===== config.mk =====
export PLATFORM = sky130hd
export DESIGN_NAME = serial_eeprom_command_device
export DESIGN_NICKNAME = d
export VERILOG_FILES = /design/src/hdl/sed_pkg.sv /design/src/hdl/serial_eeprom_command_device.sv
export VERILOG_INCLUDE_DIRS = /design/src /design/src/hdl
export SDC_FILE = /design/constraint.sdc
export NUM_CORES = 1
export LEC_CHECK = 0
export ABC_AREA = 1
export BUFFER_PORTS_ARGS = -buffer_cell sky130_fd_sc_hd__buf_4
export CAP_MARGIN = 20
export CORE_ASPECT_RATIO = 1.1
export CORE_MARGIN = 4
export CORE_UTILIZATION = 28
export CTS_CLUSTER_SIZE = 20
export DETAILED_ROUTE_END_ITERATION = 16
export REMOVE_ABC_BUFFERS = 1
export SYNTH_ARGS = -nofsm -noshare
export SYNTH_HDL_FRONTEND = slang
export SYNTH_SLANG_ARGS = --single-unit

===== constraint.sdc =====
create_clock -name clock -period 4.84 [get_ports clock]
set_input_delay 0.484 -clock clock [delete_from_list [all_inputs] [get_ports clock]]
set_output_delay 0.484 -clock clock [all_outputs]
set_load 0.005 [all_outputs]

===== src/hdl/serial_eeprom_command_device_defines.svh =====
// ---------------------------------------------------------------------------
// Serial EEPROM command device assertion macros
// Shared assertion wrappers clocked on the block clock.
// ---------------------------------------------------------------------------
`ifndef SERIAL_EEPROM_COMMAND_DEVICE_DEFINES_SVH
`define SERIAL_EEPROM_COMMAND_DEVICE_DEFINES_SVH

// Check a property on every clock edge outside reset
`define SED_ASSERT(lbl, prop, msg) \
   lbl: assert property (@(posedge clock) disable iff (reset) prop) else $error(msg);

// Check a property on every clock edge, reset included
`define SED_ASSERT_ALWAYS(lbl, prop, msg) \
   lbl: assert property (@(posedge clock) prop) else $error(msg);

`endif


===== src/hdl/sed_pkg.sv =====
`timescale 1ns / 1ps
// ---------------------------------------------------------------------------
// Serial EEPROM command device package
// Command codes, port bit positions and sizes for the EEPROM block.
// ---------------------------------------------------------------------------
package sed_pkg;

   localparam int SED_STORE_DEPTH = 128;

   localparam int CMD_W   = 13;
   localparam int COUNT_W = 6;
   localparam int ADDR_W  = 7;
   localparam int STAT_W  = 6;

   // Command decode on the top six bits of the shifted command
   localparam logic [CMD_W-1:0] CMD_MASK   = 13'h1f80;
   localparam logic [CMD_W-1:0] CMD_UNLOCK = 13'h0980;
   localparam logic [CMD_W-1:0] CMD_WRITE  = 13'h0e00;
   localparam logic [CMD_W-1:0] CMD_READ   = 13'h0c00;
   localparam logic [CMD_W-1:0] CMD_LOCK   = 13'h0800;

   localparam logic [7:0]         IGNORE_BYTE  = 8'hff;
   localparam logic [7:0]         ERASED_BYTE  = 8'hff;
   localparam logic [COUNT_W-1:0] DECODE_COUNT = 6'd13;
   localparam logic [COUNT_W-1:0] MAX_COUNT    = 6'd31;

   // Control port byte bit positions
   localparam int CLK_BIT  = 4;
   localparam int DATA_BIT = 7;
   localparam int SEL_BIT  = 3;

   // Status byte bit positions
   localparam int STAT_SW_BIT  = 0;
   localparam int STAT_OUT_BIT = 4;
   localparam int STAT_ACK_BIT = 5;

   localparam logic OP_WRITE = 1'b0;
   localparam logic OP_READ  = 1'b1;

endpackage


===== src/hdl/serial_eeprom_command_device.sv =====
`timescale 1ns / 1ps
// Serial EEPROM command device: a 128-byte EEPROM bit-banged through a control
// port and read back through a status port. Writes update the serial state at
// the accepting edge and yield no result; status reads yield one result, held
// in the result register, or in the skid stage while that one stalls. Items are
// accepted every cycle; req_stall rises only when both the result register and
// its skid stage hold results that the far side has not taken. The store is a
// 128 x 8 array with one write port and one registered read port; a read
// command issues the read at its accepting edge and the fetched byte replaces
// the output shifter from the next item on. Per-entry valid bits cleared by
// reset make unwritten bytes read as 0xFF, so no clearing pass is needed.
// ---------------------------------------------------------------------------
// Serial EEPROM command device
// Command shifter, lock/write/read decoder, byte store and status output.
// ---------------------------------------------------------------------------
module serial_eeprom_command_device #(
   parameter int STORE_DEPTH = sed_pkg::SED_STORE_DEPTH
) (
   input  logic                      clock,
   input  logic                      reset,
   input  logic                      req_valid,
   output logic                      req_stall,
   input  logic                      req_op,
   input  logic [7:0]                req_port_byte,
   input  logic                      req_test_switch,
   output logic                      rsp_valid,
   input  logic                      rsp_stall,
   output logic [sed_pkg::STAT_W-1:0] rsp_status_byte
);
   import sed_pkg::*;

   localparam int IDX_W = $clog2(STORE_DEPTH);

   // Byte store with registered read port
   logic [7:0]             store_mem [STORE_DEPTH];
   logic [STORE_DEPTH-1:0] store_vld_ff, store_vld_in;
   logic [7:0]             rd_data_ff;
   logic                   rd_vld_ff;
   logic                   load_pend_ff, load_pend_in;

   // Serial protocol state
   logic [CMD_W-1:0]   cmd_shift_ff, cmd_shift_in;
   logic [COUNT_W-1:0] bit_count_ff, bit_count_in;
   logic               prev_clock_ff, prev_clock_in;
   logic               prev_select_ff, prev_select_in;
   logic               unlocked_ff, unlocked_in;
   logic               pending_write_ff, pending_write_in;
   logic [ADDR_W-1:0]  target_addr_ff, target_addr_in;
   logic [7:0]         out_shift_ff, out_shift_in;
   logic               ack_flag_ff, ack_flag_in;

   // Result register and skid stage
   logic              out_valid_ff, out_valid_in;
   logic [STAT_W-1:0] out_data_ff, out_data_in;
   logic              skid_valid_ff, skid_valid_in;
   logic [STAT_W-1:0] skid_data_ff, skid_data_in;

   // Item decode
   logic               req_acc;
   logic               wr_item;
   logic               rd_item;
   logic               pin_clk;
   logic               pin_dat;
   logic               pin_sel;
   logic               rise;
   logic               shift_edge;
   logic               desel_edge;
   logic               commit;
   logic [CMD_W-1:0]   cmd_next;
   logic [COUNT_W-1:0] count_next;
   logic [CMD_W-1:0]   cmd_code;
   logic               mem_rd_en;
   logic [ADDR_W-1:0]  mem_rd_addr;
   logic [7:0]         out_shift_cur;
   logic [STAT_W-1:0]  status_new;
   logic               out_free;

   assign req_acc = req_valid && !req_stall;
   assign wr_item = req_acc && (req_op == OP_WRITE) && (req_port_byte != IGNORE_BYTE);
   assign rd_item = req_acc && (req_op == OP_READ);

   assign pin_clk = req_port_byte[CLK_BIT];
   assign pin_dat = req_port_byte[DATA_BIT];
   assign pin_sel = req_port_byte[SEL_BIT];

   assign rise       = wr_item && !prev_clock_ff && pin_clk;
   assign shift_edge = rise && pin_sel;
   assign desel_edge = rise && !pin_sel && prev_select_ff;
   assign commit     = desel_edge && pending_write_ff;

   assign cmd_next   = {cmd_shift_ff[CMD_W-2:0], pin_dat};
   assign count_next = bit_count_ff + COUNT_W'(1);
   assign cmd_code   = cmd_next & CMD_MASK;

   // Output shifter as seen by this item: a fetched byte overrides the register
   assign out_shift_cur = load_pend_ff ? (rd_vld_ff ? rd_data_ff : ERASED_BYTE)
                                       : out_shift_ff;

   // Advance the serial state for one item
   always_comb begin
      cmd_shift_in     = cmd_shift_ff;
      bit_count_in     = bit_count_ff;
      prev_clock_in    = prev_clock_ff;
      prev_select_in   = prev_select_ff;
      unlocked_in      = unlocked_ff;
      pending_write_in = pending_write_ff;
      target_addr_in   = target_addr_ff;
      ack_flag_in      = ack_flag_ff;
      store_vld_in     = store_vld_ff;
      mem_rd_en        = 1'b0;
      mem_rd_addr      = cmd_next[ADDR_W-1:0];
      out_shift_in     = out_shift_ff;
      load_pend_in     = load_pend_ff;

      if (req_acc) begin
         out_shift_in = out_shift_cur;
         load_pend_in = 1'b0;
      end

      if (wr_item) begin
         prev_clock_in = pin_clk;
      end

      if (rise) begin
         prev_select_in = pin_sel;
      end

      if (shift_edge) begin
         cmd_shift_in = cmd_next;
         bit_count_in = count_next;
         if (count_next == DECODE_COUNT) begin
            unique case (cmd_code)
               CMD_UNLOCK: begin
                  unlocked_in = 1'b1;
               end
               CMD_WRITE: begin
                  target_addr_in = cmd_next[ADDR_W-1:0];
                  if (unlocked_ff) begin
                     pending_write_in = 1'b1;
                  end
               end
               CMD_READ: begin
                  target_addr_in = cmd_next[ADDR_W-1:0];
                  mem_rd_en      = 1'b1;
                  load_pend_in   = 1'b1;
               end
               CMD_LOCK: begin
                  unlocked_in = 1'b0;
               end
               default: begin
               end
            endcase
         end
         if (count_next > MAX_COUNT) begin
            bit_count_in = '0;
            cmd_shift_in = '0;
         end
      end else if (desel_edge) begin
         if (pending_write_ff) begin
            store_vld_in[target_addr_ff[IDX_W-1:0]] = 1'b1;
            ack_flag_in      = 1'b1;
            pending_write_in = 1'b0;
         end
         bit_count_in = '0;
         cmd_shift_in = '0;
      end

      // Status read: shift out one bit and drop the acknowledge
      if (rd_item) begin
         out_shift_in = {out_shift_cur[6:0], 1'b0};
         ack_flag_in  = 1'b0;
      end
   end

   // Build the status byte for a read item
   always_comb begin
      status_new               = '0;
      status_new[STAT_SW_BIT]  = req_test_switch;
      status_new[STAT_OUT_BIT] = out_shift_cur[7];
      status_new[STAT_ACK_BIT] = ack_flag_ff;
   end

   // Steer results through the result register and skid stage
   assign out_free = !out_valid_ff || !rsp_stall;

   always_comb begin
      out_valid_in  = out_valid_ff;
      out_data_in   = out_data_ff;
      skid_valid_in = skid_valid_ff;
      skid_data_in  = skid_data_ff;
      if (out_free) begin
         if (skid_valid_ff) begin
            out_valid_in  = 1'b1;
            out_data_in   = skid_data_ff;
            skid_valid_in = 1'b0;
         end else if (rd_item) begin
            out_valid_in = 1'b1;
            out_data_in  = status_new;
         end else begin
            out_valid_in = 1'b0;
         end
      end else if (rd_item) begin
         skid_valid_in = 1'b1;
         skid_data_in  = status_new;
      end
   end

   // Control state registers
   always_ff @(posedge clock) begin
      if (reset) begin
         cmd_shift_ff     <= '0;
         bit_count_ff     <= '0;
         prev_clock_ff    <= 1'b0;
         prev_select_ff   <= 1'b0;
         unlocked_ff      <= 1'b0;
         pending_write_ff <= 1'b0;
         target_addr_ff   <= '0;
         out_shift_ff     <= '0;
         ack_flag_ff      <= 1'b0;
         store_vld_ff     <= '0;
         load_pend_ff     <= 1'b0;
         out_valid_ff     <= 1'b0;
         skid_valid_ff    <= 1'b0;
      end else begin
         cmd_shift_ff     <= cmd_shift_in;
         bit_count_ff     <= bit_count_in;
         prev_clock_ff    <= prev_clock_in;
         prev_select_ff   <= prev_select_in;
         unlocked_ff      <= unlocked_in;
         pending_write_ff <= pending_write_in;
         target_addr_ff   <= target_addr_in;
         out_shift_ff     <= out_shift_in;
         ack_flag_ff      <= ack_flag_in;
         store_vld_ff     <= store_vld_in;
         load_pend_ff     <= load_pend_in;
         out_valid_ff     <= out_valid_in;
         skid_valid_ff    <= skid_valid_in;
      end
   end

   // Result payload registers
   always_ff @(posedge clock) begin
      out_data_ff  <= out_data_in;
      skid_data_ff <= skid_data_in;
   end

   // Store write port
   always_ff @(posedge clock) begin
      if (commit) begin
         store_mem[target_addr_ff[IDX_W-1:0]] <= cmd_shift_ff[7:0];
      end
   end

   // Store read port, registered
   always_ff @(posedge clock) begin
      if (mem_rd_en) begin
         rd_data_ff <= store_mem[mem_rd_addr[IDX_W-1:0]];
         rd_vld_ff  <= store_vld_ff[mem_rd_addr[IDX_W-1:0]];
      end
   end

   assign req_stall       = skid_valid_ff;
   assign rsp_valid       = out_valid_ff;
   assign rsp_status_byte = out_data_ff;

   // Checks
`include "serial_eeprom_command_device_defines.svh"

   `SED_ASSERT(a_skid_behind_out, skid_valid_ff |-> out_valid_ff, "skid holds item with empty output")
   `SED_ASSERT(a_commit_acks, commit |=> (ack_flag_ff && !pending_write_ff), "commit did not ack")
   `SED_ASSERT(a_count_range, bit_count_ff <= MAX_COUNT, "bit count out of range")

endmodule


==> results.yml <==
drt:
  routed_wl_um: 140000
  drc_errors: 0
  wire_per_inst_um: 19.3
  drtIter0Drc: 3755
  drt_first_pass_iters: 5
  vias: 36100
  ant_nets: 0
  viasPerCell: 4.99
timing:
  slew_violations: 0
  fin_crit_ns: 4.03
  fin_crit_sh_pct: 83.2
  fmax_mhz: 248
  tightest_slew_ns: 1.15
  skew_ns: 0.0244
  final-hold-violation-count: 0
  relSlewSlack_pct: 23.4
  rsz0062_at_grt: "false"
  setup_viol: 0
  finalWorstSetupSlack_ns: 0.811
  whs_ns: 0.0820
  tns_ns: 0
synth:
  yosys.cell_types.count: 35
  synth.most_common_cell: "nand2_1"
  avgSynthCellArea_um2: 10.5
  ys_warn_count: 0
  synthSimpleGateAreaFrac_pct: 25.2
  netlist_instances: 4876
  synth_top_family_by_area: "simple AND/OR/NAND/NOR gates"
  muxShareOfSynthArea_pct: 0
  synth_area_leaders: "edfxtp_1 (61%), nand2_1 (11%), nand3_1 (10%)"
  synth-adder-area-share_pct: 0.0489
  synthArstFlopShare_pct: 0
  synth_top_area_cell: "edfxtp_1"
  synth-edff-count: 1039
  syn_area_um2: 51200
  synth_compound_area_share_pct: 3.68
  synth.ff_latch_count: 1208
  synth_ff_type: "edfxtp_1"
  netlist.area_leader.share_pct: 61.0
  post_synth_most_frequent_cells: "nand2_1 (1562), nand3_1 (1061), edfxtp_1 (1039)"
  synth_xor_area_share_pct: 0.0685
  ys_seq_area_share_pct: 67.6
grt:
  antenna_found_initial: 0
  grt_overflow: 0
  grt_max_degree: 180
  grt_pass1_vias: 34600
  grt_usage_pct: 14.2
  grt_pass1_wl_um: 213000
clocking:
  numCtsBuffers: 121
  ctsResizeCount: 0
  clk_path_buf_depth: 3
  cts.sinks: 1208
  htreeDepth: 3
  clockRootBuffer: "clkbuf_16"
  cts.clk_slew.worst_paths_ns: 0.06
  clkLatencyLatePin_ns: 0.72
  tritoncts: "done"
pwr:
  cellInternalPower_mw: 16.7
  p_clk_share_pct: 44.6
  p_comb_share_pct: 2.3
  p_per_area_nw_per_um2: 365
  total_power_mw: 21.0
  ir_drop_v: 0.000281
  switchingPower_mw: 4.31
  p_sw_share_pct: 20.5
  p_leak_nw: 20.2
  p_seq_share_pct: 53.1
placement:
  dp_slack_ns: 0.698
  hpwlAfterDp_um: 78300
  placed_cell_area_um2: 53600
  numPortBuffers: 18
  routabilityCongestion: 0.838
  dp_cells: 7011
setup_path:
  ff2ff_setup_slack_ns: 0.81
  path_class: "register to register"
  startpoint: "req_stall"
  rr_startpoint: "req_stall"
  cp_max_fo: 26
  worstPathArrival_ns: 4.37
  crit_required_ns: 5.18
  end_kind: "register"
  startpoint_type: "register"
run_status:
  status: "complete, no violations"
min_path:
  hold_class: "primary input to register"
  hold_start: "req_port_byte[4]"
floorplan:
  pin_count: 22
  die_h_um: 456
  floorplan.initialDensity_pct: 28.2
  die_area_um2: 190000
  die_w_um: 416
  core-area_um2: 182000
  rows: 164
finish:
  drive_gt1_share_pct: 6.29
  final_cell_count_no_fill: 7238
  seqCellArea_um2: 34600
  final_util_pct: 31.7
  nets: 4746
  antenna_cells: 0
  syn_to_final_growth_pct: 12.5
  fill_cells: 18300
  design_area_um2: 57600
  multi_input_area_um2: 14900
run:
  cap_violations: 0
layer usage:
| layer | vias to the layer above | global-route usage, % | wire, um |
|---|---|---|---|
| li1 | 16800 | - | - |
| met1 | 17800 | 19.1 | 60200 |
| met2 | 1265 | 23.4 | 66300 |
| met3 | 241 | 2.05 | 8890 |
| met4 | 0 | 5.13 | 4490 |
| met5 | - | 0 | 0 |
final timing paths:
check | cells after the start | endpoint
setup / recovery | 12 | store_mem[119][1]
hold reg to reg | 2 | store_vld_ff[24]
hold / removal | 3 | prev_clock_ff
setup reg to reg | 12 | store_mem[119][1]
state kept, by name (all words and copies together) (netlist names):
name	cells
rd_data_ff	8
prev_clock_ff	1
prev_select_ff	1
bit_count_ff	6
load_pend_ff	1
rsp_valid	1
out_shift_ff	8
skid_data_ff	3
unlocked_ff	1
req_stall	1
cmd_shift_ff	12
store_mem	1024
store_vld_ff	128
rd_vld_ff	1
target_addr_ff	7
ack_flag_ff	1
pending_write_ff	1
rsp_status_byte	3
timing repair:
action                    in CTS  in global routing
buffers inserted               0                  0
hold endpoints to repair       1                  0
hold buffers                   1                  0
kinds of logic after synthesis:
family | count (synthesis)
AND/OR/NAND/NOR | 2948
flip-flops | 1208
buffers and inverters | 407
AO/OA/AOI/OAI | 306
XOR/XNOR | 4
adder cells (fa/ha/maj) | 2
other | 1
cell type report:
type / count / share of cell area [%]
clock buffers: 148 / 5.52
clock inverters: 76 / 1.32
inverters: 52 / 0.378
multi-input cells: 3263 / 25.9
flip-flops and latches: 1208 / 60.1
well taps: 2407 / 5.23
repair buffers: 84 / 1.54
cells in the final DEF (no fill, tap or decap), types with 23 or more instances in the layout:
cell type  netlist  layout
nor2_1         171     171
nand2_1       1562    1562
inv_1           40      39
clkbuf_1       185      23
edfxtp_1      1039    1039
dfxtp_1        169     160
nand3_1       1061    1053
clkinv_1         4      32
buf_4            6      64
a21oi_1        153     153
clkinv_2         0      23
o21bai_1       126     126
nand4_1        127     127
clkbuf_16        0     122
critical path, stage by stage, from the launching register on:
cell and delay [ns]:
dfxtp_1 0.38, inv_2 0.10, nand2_4 0.13, nor2_4 0.16
nand3_2 0.10, nor2_2 0.14, inv_2 0.09, nor2_4 0.08
buf_4 0.30, nand3_4 0.14, inv_2 0.70, nand3_1 0.63
nor2_1 0.69
power by group through the flow:
stage	Sequential [mW]	Combinational (mW)	Clock, mW
floorplan	11.4	0.244	0
global placement	11.4	0.481	0
detailed placement	11.4	0.484	0
CTS	11.1	0.485	9.52
global route	11.1	0.529	9.96
finish	11.1	0.485	9.37
Power figures use the tool's default switching activity.
